**src/hw/rtl/etpr_pkg.sv**
```systemverilog
// shared types and field widths for the edge triggered pulse rules unit
// no dependencies
package etpr_pkg;

  localparam int unsigned RULE_W  = 4;
  localparam int unsigned SW_W    = 6;
  localparam int unsigned DRV_W   = 8;
  localparam int unsigned TIME_W  = 16;
  localparam int unsigned TP_W    = 8;
  localparam int unsigned SWVEC_W = 64;

  typedef enum logic [1:0] {
    REQ_TICK    = 2'd0,
    REQ_SETUP   = 2'd1,
    REQ_ENABLE  = 2'd2,
    REQ_DISABLE = 2'd3
  } req_e;

  typedef struct packed {
    logic              edge_pos;
    logic [SW_W-1:0]   switch_idx;
    logic [DRV_W-1:0]  driver;
    logic [TIME_W-1:0] holdoff;
    logic [TIME_W-1:0] pulse;
    logic [TIME_W-1:0] pwm_on;
    logic [TIME_W-1:0] pwm_off;
  } rule_cfg_t;

  typedef struct packed {
    logic [RULE_W-1:0] rule;
    logic [DRV_W-1:0]  driver;
    logic [TIME_W-1:0] pulse;
    logic [TIME_W-1:0] pwm_on;
    logic [TIME_W-1:0] pwm_off;
  } fire_t;

  typedef struct packed {
    logic push;
    logic flush;
  } ob_req_t;

  typedef struct packed {
    logic stall;
    logic pend_valid;
    logic out_free;
  } ob_sts_t;

endpackage

```
**src/hw/rtl/etpr_rule_mem.sv**
```systemverilog
// rule setup memory, one write and one registered read port
// unwritten entries read as zero; depends on etpr_pkg
module etpr_rule_mem #(
  parameter int unsigned NUM_RULES = 16
) (
  input  logic                                           clk_i,
  input  logic                                           rst_ni,
  input  logic                                           we_i,
  input  logic [((NUM_RULES > 1) ? $clog2(NUM_RULES) : 1)-1:0] waddr_i,
  input  etpr_pkg::rule_cfg_t                            wdata_i,
  input  logic [((NUM_RULES > 1) ? $clog2(NUM_RULES) : 1)-1:0] raddr_i,
  output etpr_pkg::rule_cfg_t                            rdata_o
);

  etpr_pkg::rule_cfg_t mem [NUM_RULES];
  etpr_pkg::rule_cfg_t mem_rd_q;
  logic [NUM_RULES-1:0] written_q;
  logic                 vld_rd_q;

  always_ff @(posedge clk_i) begin
    if (we_i) begin
      mem[waddr_i] <= wdata_i;
    end
    mem_rd_q <= mem[raddr_i];
  end

  // per-entry written bits stand in for clearing the table
  always_ff @(posedge clk_i or negedge rst_ni) begin
    if (!rst_ni) begin
      written_q <= '0;
      vld_rd_q  <= 1'b0;
    end else begin
      if (we_i) begin
        written_q[waddr_i] <= 1'b1;
      end
      vld_rd_q <= written_q[raddr_i];
    end
  end

  assign rdata_o = vld_rd_q ? mem_rd_q : '0;

endmodule

```
**src/hw/rtl/etpr_cnt_mem.sv**
```systemverilog
// hold-off counter memory, one write and one registered read port
// depends on etpr_pkg
module etpr_cnt_mem #(
  parameter int unsigned NUM_RULES = 16
) (
  input  logic                                                 clk_i,
  input  logic                                                 we_i,
  input  logic [((NUM_RULES > 1) ? $clog2(NUM_RULES) : 1)-1:0] waddr_i,
  input  logic [etpr_pkg::TIME_W-1:0]                          wdata_i,
  input  logic [((NUM_RULES > 1) ? $clog2(NUM_RULES) : 1)-1:0] raddr_i,
  output logic [etpr_pkg::TIME_W-1:0]                          rdata_o
);

  logic [etpr_pkg::TIME_W-1:0] mem [NUM_RULES];
  logic [etpr_pkg::TIME_W-1:0] rd_q;

  // a counter is only read while its rule is triggered, and the trigger
  // writes it first, so no clear is needed
  always_ff @(posedge clk_i) begin
    if (we_i) begin
      mem[waddr_i] <= wdata_i;
    end
    rd_q <= mem[raddr_i];
  end

  assign rdata_o = rd_q;

endmodule

```
**src/hw/rtl/etpr_out_buf.sv**
```systemverilog
// result staging: one pending fire held back until the next fire or the end
// of the tick decides its last flag, then an output register; uses etpr_pkg
module etpr_out_buf (
  input  logic                clk_i,
  input  logic                rst_ni,
  input  etpr_pkg::ob_req_t   req_i,
  input  etpr_pkg::fire_t     fire_i,
  output etpr_pkg::ob_sts_t   sts_o,
  output logic                valid_o,
  input  logic                ready_i,
  output etpr_pkg::fire_t     fire_o,
  output logic                last_o
);

  etpr_pkg::fire_t pend_q;
  etpr_pkg::fire_t out_q;
  logic            pend_valid_q, pend_valid_d;
  logic            out_valid_q, out_valid_d;
  logic            last_q;
  logic            out_free, stall, push_ok, load_mid, load_last;

  assign out_free  = !out_valid_q || ready_i;
  assign stall     = req_i.push && pend_valid_q && !out_free;
  assign push_ok   = req_i.push && !stall;
  assign load_mid  = push_ok && pend_valid_q;
  assign load_last = req_i.flush && pend_valid_q && out_free;

  always_comb begin
    pend_valid_d = pend_valid_q;
    if (push_ok) begin
      pend_valid_d = 1'b1;
    end else if (load_last) begin
      pend_valid_d = 1'b0;
    end
    out_valid_d = out_valid_q;
    if (load_mid || load_last) begin
      out_valid_d = 1'b1;
    end else if (ready_i) begin
      out_valid_d = 1'b0;
    end
  end

  always_ff @(posedge clk_i or negedge rst_ni) begin
    if (!rst_ni) begin
      pend_valid_q <= 1'b0;
      out_valid_q  <= 1'b0;
    end else begin
      pend_valid_q <= pend_valid_d;
      out_valid_q  <= out_valid_d;
    end
  end

  always_ff @(posedge clk_i) begin
    if (push_ok) begin
      pend_q <= fire_i;
    end
    if (load_mid || load_last) begin
      out_q  <= pend_q;
      last_q <= load_last;
    end
  end

  assign sts_o.stall      = stall;
  assign sts_o.pend_valid = pend_valid_q;
  assign sts_o.out_free   = out_free;
  assign valid_o          = out_valid_q;
  assign fire_o           = out_q;
  assign last_o           = last_q;

endmodule

```
**src/hw/rtl/edge_triggered_pulse_rules_unit.sv**
```systemverilog
// top level of the edge triggered pulse rules unit
// depends on etpr_pkg, etpr_rule_mem, etpr_cnt_mem, etpr_out_buf
//
// A table of NUM_RULES quick-fire rules, each tying one switch to one driver.
// Setup, enable and disable requests finish at once and give no result; a
// rule id beyond the table is ignored. A tick request walks the table one rule
// per cycle while the output does not stall, through the rule and counter
// memories (one read port each); a tick keeps the input busy until the walk
// ends and any final beat is in the output register. Fire beats leave in
// rule order and the final one of a tick carries last_fire. The output
// register lets a new request be taken while the final beat still waits. The
// tick period register may be written at any time the block is idle. The
// table reads as cleared right after reset; no clearing pass is needed.
module edge_triggered_pulse_rules_unit #(
  parameter int unsigned NUM_RULES    = 16,
  parameter int unsigned NUM_SWITCHES = 64
) (
  input  logic                                  clk_i,
  input  logic                                  rst_ni,
  // configuration
  input  logic                                  cfg_valid_i,
  output logic                                  cfg_ready_o,
  input  logic [etpr_pkg::TP_W-1:0]             cfg_tick_period_i,
  // requests
  input  logic                                  in_valid_i,
  output logic                                  in_ready_o,
  input  logic [1:0]                            req_type_i,
  input  logic [etpr_pkg::RULE_W-1:0]           rule_id_i,
  input  logic [etpr_pkg::SW_W-1:0]             switch_index_i,
  input  logic [etpr_pkg::DRV_W-1:0]            driver_index_i,
  input  logic [etpr_pkg::TIME_W-1:0]           holdoff_time_i,
  input  logic [etpr_pkg::TIME_W-1:0]           pulse_time_i,
  input  logic [etpr_pkg::TIME_W-1:0]           pwm_high_i,
  input  logic [etpr_pkg::TIME_W-1:0]           pwm_low_i,
  input  logic                                  positive_edge_i,
  input  logic [etpr_pkg::SWVEC_W-1:0]          debounced_switches_i,
  input  logic [etpr_pkg::SWVEC_W-1:0]          toggled_switches_i,
  // fire commands
  output logic                                  fire_valid_o,
  input  logic                                  fire_ready_i,
  output logic [etpr_pkg::RULE_W-1:0]           fired_rule_o,
  output logic [etpr_pkg::DRV_W-1:0]            fire_driver_o,
  output logic [etpr_pkg::TIME_W-1:0]           fire_pulse_time_o,
  output logic [etpr_pkg::TIME_W-1:0]           fire_pwm_high_o,
  output logic [etpr_pkg::TIME_W-1:0]           fire_pwm_low_o,
  output logic                                  last_fire_o
);

  localparam int unsigned RIDX_W = (NUM_RULES > 1) ? $clog2(NUM_RULES) : 1;
  localparam int unsigned CNT_W  = $clog2(NUM_RULES + 1);
  localparam int unsigned SIDX_W = $clog2(NUM_SWITCHES);

  typedef enum logic [2:0] {
    ST_IDLE  = 3'b001,
    ST_WALK  = 3'b010,
    ST_FLUSH = 3'b100
  } state_e;

  state_e                       state_q, state_d;
  logic [etpr_pkg::TP_W-1:0]    tick_period_q;
  logic [NUM_SWITCHES-1:0]      deb_q, tog_q;
  logic [CNT_W-1:0]             rd_cnt_q, rd_cnt_d;
  logic                         s1_valid_q, s1_valid_d;
  logic [RIDX_W-1:0]            s1_idx_q;
  logic [NUM_RULES-1:0]         enabled_q, enabled_d;
  logic [NUM_RULES-1:0]         triggered_q, triggered_d;

  etpr_pkg::req_e               req;
  logic                         in_acc, tick_acc, id_ok, setup_we;
  logic [RIDX_W-1:0]            cmd_idx;
  etpr_pkg::rule_cfg_t          setup_cfg;

  etpr_pkg::rule_cfg_t          rule;
  logic [etpr_pkg::TIME_W-1:0]  cnt;
  logic [etpr_pkg::TIME_W-1:0]  tp_ext;
  logic [etpr_pkg::TIME_W-1:0]  cnt_wdata;
  logic                         cnt_we;
  logic [RIDX_W-1:0]            rd_addr;
  logic [SIDX_W-1:0]            sw_pos;
  logic                         sw_ok, s1_live, s1_trg, fire, stall, commit;
  logic                         issue, s1_done;

  etpr_pkg::ob_req_t            ob_req;
  etpr_pkg::ob_sts_t            ob_sts;
  etpr_pkg::fire_t              fire_new, fire_out;

  // request decode
  assign req        = etpr_pkg::req_e'(req_type_i);
  assign in_ready_o = (state_q == ST_IDLE);
  assign in_acc     = in_valid_i && in_ready_o;
  assign tick_acc   = in_acc && (req == etpr_pkg::REQ_TICK);
  assign id_ok      = (32'(rule_id_i) < NUM_RULES);
  assign cmd_idx    = RIDX_W'(rule_id_i);
  assign setup_we   = in_acc && (req == etpr_pkg::REQ_SETUP) && id_ok;

  assign setup_cfg.edge_pos   = positive_edge_i;
  assign setup_cfg.switch_idx = switch_index_i;
  assign setup_cfg.driver     = driver_index_i;
  assign setup_cfg.holdoff    = holdoff_time_i;
  assign setup_cfg.pulse      = pulse_time_i;
  assign setup_cfg.pwm_on     = pwm_high_i;
  assign setup_cfg.pwm_off    = pwm_low_i;

  assign cfg_ready_o = 1'b1;

  // evaluation of the rule whose memory read has returned
  assign s1_trg  = triggered_q[s1_idx_q];
  assign s1_live = (state_q == ST_WALK) && s1_valid_q && enabled_q[s1_idx_q];
  assign sw_ok   = (32'(rule.switch_idx) < NUM_SWITCHES);
  assign sw_pos  = SIDX_W'(rule.switch_idx);
  assign fire    = s1_live && !s1_trg && sw_ok && tog_q[sw_pos]
                   && (deb_q[sw_pos] == rule.edge_pos);
  assign stall   = ob_sts.stall;
  assign commit  = s1_live && !stall;

  assign tp_ext = etpr_pkg::TIME_W'(tick_period_q);
  assign cnt_we = commit && (fire || (s1_trg && (cnt != '0)));

  always_comb begin
    if (fire) begin
      cnt_wdata = rule.holdoff;
    end else if (cnt <= tp_ext) begin
      cnt_wdata = '0;
    end else begin
      cnt_wdata = cnt - tp_ext;
    end
  end

  // walk sequencing; a stalled rule is read again so its data stays current
  assign issue   = (state_q == ST_WALK) && (rd_cnt_q < CNT_W'(NUM_RULES)) && !stall;
  assign rd_addr = stall ? s1_idx_q : rd_cnt_q[RIDX_W-1:0];
  assign s1_done = (state_q == ST_WALK) && s1_valid_q && !stall
                   && (s1_idx_q == RIDX_W'(NUM_RULES - 1));

  assign rd_cnt_d   = tick_acc ? '0 : (issue ? rd_cnt_q + 1'b1 : rd_cnt_q);
  assign s1_valid_d = issue || (s1_valid_q && stall);

  always_comb begin
    state_d = state_q;
    unique case (state_q)
      ST_IDLE: begin
        if (tick_acc) begin
          state_d = ST_WALK;
        end
      end
      ST_WALK: begin
        if (s1_done) begin
          state_d = ST_FLUSH;
        end
      end
      ST_FLUSH: begin
        if (!ob_sts.pend_valid || ob_sts.out_free) begin
          state_d = ST_IDLE;
        end
      end
      default: state_d = ST_IDLE;
    endcase
  end

  // rule flags
  always_comb begin
    enabled_d   = enabled_q;
    triggered_d = triggered_q;
    if (in_acc && id_ok) begin
      unique case (req)
        etpr_pkg::REQ_SETUP: begin
          enabled_d[cmd_idx]   = 1'b1;
          triggered_d[cmd_idx] = 1'b0;
        end
        etpr_pkg::REQ_ENABLE: begin
          enabled_d[cmd_idx] = 1'b1;
        end
        etpr_pkg::REQ_DISABLE: begin
          enabled_d[cmd_idx]   = 1'b0;
          triggered_d[cmd_idx] = 1'b0;
        end
        etpr_pkg::REQ_TICK: begin
        end
      endcase
    end
    if (commit) begin
      if (fire) begin
        triggered_d[s1_idx_q] = 1'b1;
      end else if (s1_trg && (cnt == '0)) begin
        // re-arm tick, no edge check until the next tick
        triggered_d[s1_idx_q] = 1'b0;
      end
    end
  end

  always_ff @(posedge clk_i or negedge rst_ni) begin
    if (!rst_ni) begin
      state_q       <= ST_IDLE;
      tick_period_q <= etpr_pkg::TP_W'(1);
      rd_cnt_q      <= '0;
      s1_valid_q    <= 1'b0;
      enabled_q     <= '0;
      triggered_q   <= '0;
    end else begin
      state_q     <= state_d;
      rd_cnt_q    <= rd_cnt_d;
      s1_valid_q  <= s1_valid_d;
      enabled_q   <= enabled_d;
      triggered_q <= triggered_d;
      if (cfg_valid_i) begin
        tick_period_q <= cfg_tick_period_i;
      end
    end
  end

  always_ff @(posedge clk_i) begin
    if (tick_acc) begin
      deb_q <= debounced_switches_i[NUM_SWITCHES-1:0];
      tog_q <= toggled_switches_i[NUM_SWITCHES-1:0];
    end
    if (issue) begin
      s1_idx_q <= rd_cnt_q[RIDX_W-1:0];
    end
  end

  etpr_rule_mem #(
    .NUM_RULES (NUM_RULES)
  ) u_rule_mem (
    .clk_i   (clk_i),
    .rst_ni  (rst_ni),
    .we_i    (setup_we),
    .waddr_i (cmd_idx),
    .wdata_i (setup_cfg),
    .raddr_i (rd_addr),
    .rdata_o (rule)
  );

  etpr_cnt_mem #(
    .NUM_RULES (NUM_RULES)
  ) u_cnt_mem (
    .clk_i   (clk_i),
    .we_i    (cnt_we),
    .waddr_i (s1_idx_q),
    .wdata_i (cnt_wdata),
    .raddr_i (rd_addr),
    .rdata_o (cnt)
  );

  assign ob_req.push      = fire;
  assign ob_req.flush     = (state_q == ST_FLUSH);
  assign fire_new.rule    = etpr_pkg::RULE_W'(s1_idx_q);
  assign fire_new.driver  = rule.driver;
  assign fire_new.pulse   = rule.pulse;
  assign fire_new.pwm_on  = rule.pwm_on;
  assign fire_new.pwm_off = rule.pwm_off;

  etpr_out_buf u_out_buf (
    .clk_i   (clk_i),
    .rst_ni  (rst_ni),
    .req_i   (ob_req),
    .fire_i  (fire_new),
    .sts_o   (ob_sts),
    .valid_o (fire_valid_o),
    .ready_i (fire_ready_i),
    .fire_o  (fire_out),
    .last_o  (last_fire_o)
  );

  assign fired_rule_o      = fire_out.rule;
  assign fire_driver_o     = fire_out.driver;
  assign fire_pulse_time_o = fire_out.pulse;
  assign fire_pwm_high_o   = fire_out.pwm_on;
  assign fire_pwm_low_o    = fire_out.pwm_off;

endmodule

```
**config.mk**
```make
export PLATFORM = sky130hd
export DESIGN_NAME = edge_triggered_pulse_rules_unit
export DESIGN_NICKNAME = d
export VERILOG_FILES = /design/src/hw/rtl/etpr_pkg.sv /design/src/hw/rtl/etpr_rule_mem.sv /design/src/hw/rtl/etpr_cnt_mem.sv /design/src/hw/rtl/etpr_out_buf.sv /design/src/hw/rtl/edge_triggered_pulse_rules_unit.sv
export SDC_FILE = /design/constraint.sdc
export NUM_CORES = 2
export LEC_CHECK = 0
export ABC_AREA = 0
export BUFFER_PORTS_ARGS = -buffer_cell sky130_fd_sc_hd__buf_2
export CAP_MARGIN = 15
export CORE_ASPECT_RATIO = 1.4
export CORE_MARGIN = 2
export CORE_UTILIZATION = 45
export DETAILED_ROUTE_END_ITERATION = 8
export GPL_TIMING_DRIVEN = 0
export PLACE_DENSITY = 0.65
export SYNTH_ARGS = -nofsm -noshare
export SYNTH_HDL_FRONTEND = slang
export SYNTH_SLANG_ARGS = --single-unit
```
**constraint.sdc**
```tcl
create_clock -name clk_i -period 8.95 [get_ports clk_i]
set_input_delay 1.3425 -clock clk_i [delete_from_list [all_inputs] [get_ports clk_i]]
set_output_delay 1.3425 -clock clk_i [all_outputs]
set_load 0.005 [all_outputs]
```
==> results.py <==
metrics = {
    "run_status": {
        "status": "complete, no violations",
    },
    "critical_path": {
        "crit_type": "reg2reg",
        "cp_slowest_stage_delay_ns": 0.90,
        "cp_slowest_cell": "a31oi_2",
        "crit_family": "compound AO/OA/AOI/OAI gates",
        "worstPathArrival_ns": 7.16,
        "cp_max_fo": 10,
        "crit_path_end_kind": "register",
        "path_buf_inv": 4,
        "cp_data_required_time_ns": 9.60,
        "worst_setup_path_start_kind": "register",
        "cpMostUsedCell": "buf_2",
        "path_cells": "buf_4 > clkbuf_1 > nand3_1 > a211oi_1 > a2111oi_2 > o32ai_1 > o31ai_1 > a221oi_4 > nor4b_1 > a31oi_2 > buf_2 > buf_2 > o22ai_1 > or4_1",
    },
    "detailed_routing": {
        "wl_per_cell_um": 28.51,
        "postRouteAntennaNets": 0,
        "dr_wl_met2_mm": 96.80,
        "via_per_inst": 5.831,
        "wl_met3_mm": 16.68,
        "route.detailed.drc": 0,
        "drt-initial-drc-count": 4219,
        "vias": 40420,
        "top_layer_used": "met5",
        "wirelength_met1_mm": 76.52,
        "firstDrtPassIters": 7,
        "drt-total-wl_mm": 197.6,
    },
    "timing": {
        "worst_pin_slew_ns": 1.180,
        "maxSlewViolCount": 0,
        "clock_skew_ns": 0.02440,
        "finalCritPeriodShare_pct": 72.73,
        "fmax_mhz": 153.6,
        "finalSetupTns_ns": 0,
        "finalSetupViolCount": 0,
        "hold_ws_ns": 0.4151,
        "finalCriticalPeriod_ns": 6.510,
        "relSlewSlack_pct": 21.30,
        "rsz0062_at_grt": "no",
        "finalHoldViolations": 0,
    },
    "finish": {
        "area_growth_syn_to_layout_pct": 17.60,
        "nets": 4882,
        "utilization_pct": 53.25,
        "drive_gt1_share_pct": 20.70,
        "nFillCells": 12550,
    },
    "synth": {
        "synth_edf_count": 1773,
        "yosys.area.top_type": "edfxtp_1",
        "syn-num-nets": 4227,
        "synthesis.area_mm2": 0.07265,
        "ys.warnings.count": 0,
        "synth_seq_cells": 1936,
        "ys_top_cells_by_area": "edfxtp_1 (73%), mux2i_1 (11%), o22ai_1 (3.3%)",
        "ys.flop_type": "edfxtp_1",
        "synth_top_area_share_pct": 73.28,
        "syn_inst": 3991,
        "ys_seq_area_share_pct": 78.25,
        "synth.distinct_cells": 77,
        "syn_avg_cell_area_um2": 18.20,
        "async_flop_share_pct": 3.512,
    },
    "cts": {
        "postCtsResizedCells": 0,
        "clkLatencyLatePin_ns": 0.83,
        "post-cts-setup-buffer-count": 0,
        "tritoncts.num_buffers": 182,
        "clock_path_buffers": 3,
        "clock-sinks": 1936,
        "cts_root_buf": "clkbuf_16",
        "cts_htree_levels": 4,
        "cts_hold_buffers": 0,
        "tritoncts": "yes",
        "clkSlewWorstSetupHoldPaths_ns": 0.06,
    },
    "global_route": {
        "antenna_found_initial": 38,
        "grt_max_degree": 77,
        "globalRouteOverflowTotal": 0,
        "grt_pass1_wl_mm": 279.8,
        "track_usage_pct": 23.60,
        "grt_pass1_vias": 40260,
    },
    "die": {
        "io_pins": 290,
        "num_rows": 174,
        "fp.dieW_um": 343.6,
        "start_util_pct": 45.28,
        "die_h_um": 479.4,
        "core_area_mm2": 0.1605,
        "die_area_mm2": 0.1647,
    },
    "place": {
        "place.gp.congestion": 0.8748,
        "hpwlAfterDp_mm": 135.1,
        "port_buffers": 288,
    },
    "pwr": {
        "peakVddDrop_mv": 0.2264,
        "p_leak_uw": 0.03272,
        "power_density_mw_per_mm2": 260.0,
    },
    "min_path": {
        "min_path_type": "reg2reg",
    },
    "flow_run": {
        "max_cap_viol_count": 0,
    },
}
layout by cell type, fill, tap and decap left out, types with 18 or more instances in the layout:
cell          n
o22ai_1     387
or4_1        96
clkbuf_16   183
buf_4        25
buf_8        20
nor2_1       41
nand2_1      72
or2_2        20
buf_6       117
a21oi_1      44
o221ai_1     21
clkinv_2     29
clkbuf_1    115
inv_1        23
o21ai_0      49
dfxtp_1      95
and2_1       59
buf_2       422
clkbuf_8     29
edfxtp_1   1773
dfrtp_1      66
mux2i_1     790
mux4_2       18
layer usage:
metal,global-route usage (%),vias to the layer above
met4,8.913,44
met1,29.88,20730
met5,0,-
met2,39.56,1860
met3,5.326,417
li1,-,17380
area by class of cell:
cell class | count | area, um^2 | share of cell area [%]
Multi-Input combinational cell | 1814 | 14820 | 17.35
Antenna cell | 15 | 37.54 | 0.04393
Inverter | 27 | 111.4 | 0.1303
Clock inverter | 83 | 957.2 | 1.120
Buffer | 214 | 1025 | 1.199
Sequential cell | 1936 | 56850 | 66.54
Clock buffer | 261 | 5162 | 6.042
Tap cell | 2112 | 2643 | 3.093
Timing Repair Buffer | 471 | 3831 | 4.484
path summary, 6_finish.rpt:
| kind | startpoint | to | slack (ns) | cells past startpoint |
|---|---|---|---|---|
| min reg2reg | u_out_buf.pend_q[11] | u_out_buf.fire_o[11] | 0.42 | 0 |
| max in group asynchronous | rst_ni | state_q[0] | 8.07 | 2 |
| max | u_rule_mem.mem_rd_q[74] | u_rule_mem.vld_rd_q | 2.44 | 14 |
| min in group asynchronous | rst_ni | asynchronous set/reset pin | 0.52 | 2 |
| min | u_out_buf.pend_q[11] | u_out_buf.fire_o[11] | 0.42 | 0 |
| max reg2reg | u_rule_mem.mem_rd_q[74] | u_rule_mem.vld_rd_q | 2.44 | 14 |
cell families after synthesis:
family	after synthesis	synth area share, %
other	1	0.005162
adders and majority gates	10	0.1826
and+or+nand+nor	396	3.114
buffers and inverters	241	1.550
xor gates and xnor gates	15	0.1808
DFF	1936	78.25
muxes	818	11.60
AOI/OAI and AO/OA	574	5.122
synth_stat cells, types with 4 or more instances:
library cell / instances
a211oi_1: 7
a21oi_1: 44
a22oi_1: 4
a31oi_1: 6
a31oi_2: 6
and2_1: 59
buf_1: 6
buf_2: 129
buf_4: 10
clkbuf_1: 66
dfrtp_1: 66
dfxtp_1: 95
edfxtp_1: 1773
ha_1: 9
inv_1: 26
mux2_2: 9
mux2i_1: 790
mux4_2: 18
nand2_1: 72
nand2b_1: 14
nand3_1: 15
nand4_1: 6
nor2_1: 61
nor2b_1: 11
nor3_1: 19
nor4_1: 5
nor4b_1: 4
o21ai_0: 51
o221ai_1: 21
o22ai_1: 387
o31ai_1: 5
or2_2: 20
or4_1: 96
xnor2_1: 6
xor2_1: 9
flip-flops by register name, summed over array words and instances, names as in the netlist, 3 cells and up, named ones only:
register              flops
u_cnt_mem.mem           256
tog_q                    64
u_out_buf.pend_q         60
u_rule_mem.written_q     16
s1_idx_q                  4
u_rule_mem.mem_rd_q      79
u_out_buf.fire_o         60
u_cnt_mem.rdata_o        16
tick_period_q             8
state_q                   3
deb_q                    64
u_rule_mem.mem         1264
rd_cnt_q                  5
triggered_q              16
where the power goes:
group | leakage (uW) | internal (uW) | switching, uW
combinational | 0.0121 | 1330 | 2360
clock | 0.00300 | 4480 | 3400
sequential | 0.0176 | 10500 | 175
metrics by stage:
| stage | cell area (um^2) | std cells | setup WS, ns | total power, uW |
|---|---|---|---|---|
| 3_3_place_gp | 76730 | 6391 | -7.823 | 14370 |
| 2_1_floorplan | 72650 | 3991 | 0.6106 | 13050 |
| 3_5_place_dp | 79280 | 6574 | 2.632 | 14490 |
| 5_1_grt | 85410 | 6922 | 2.410 | 22870 |
| 6_report | 85440 | 6933 | 2.440 | 22210 |
| 4_1_cts | 85400 | 6918 | 2.591 | 22300 |
worst register-to-register path: cells and delay by family, from the launching register on:
family	cells	cell delay (ns)
flip-flops	1	0.38
buffers and inverters	4	1.67
AO/OA/AOI/OAI	7	3.17
AND/OR/NAND/NOR	3	1.12
Power figures use the tool's default switching activity.
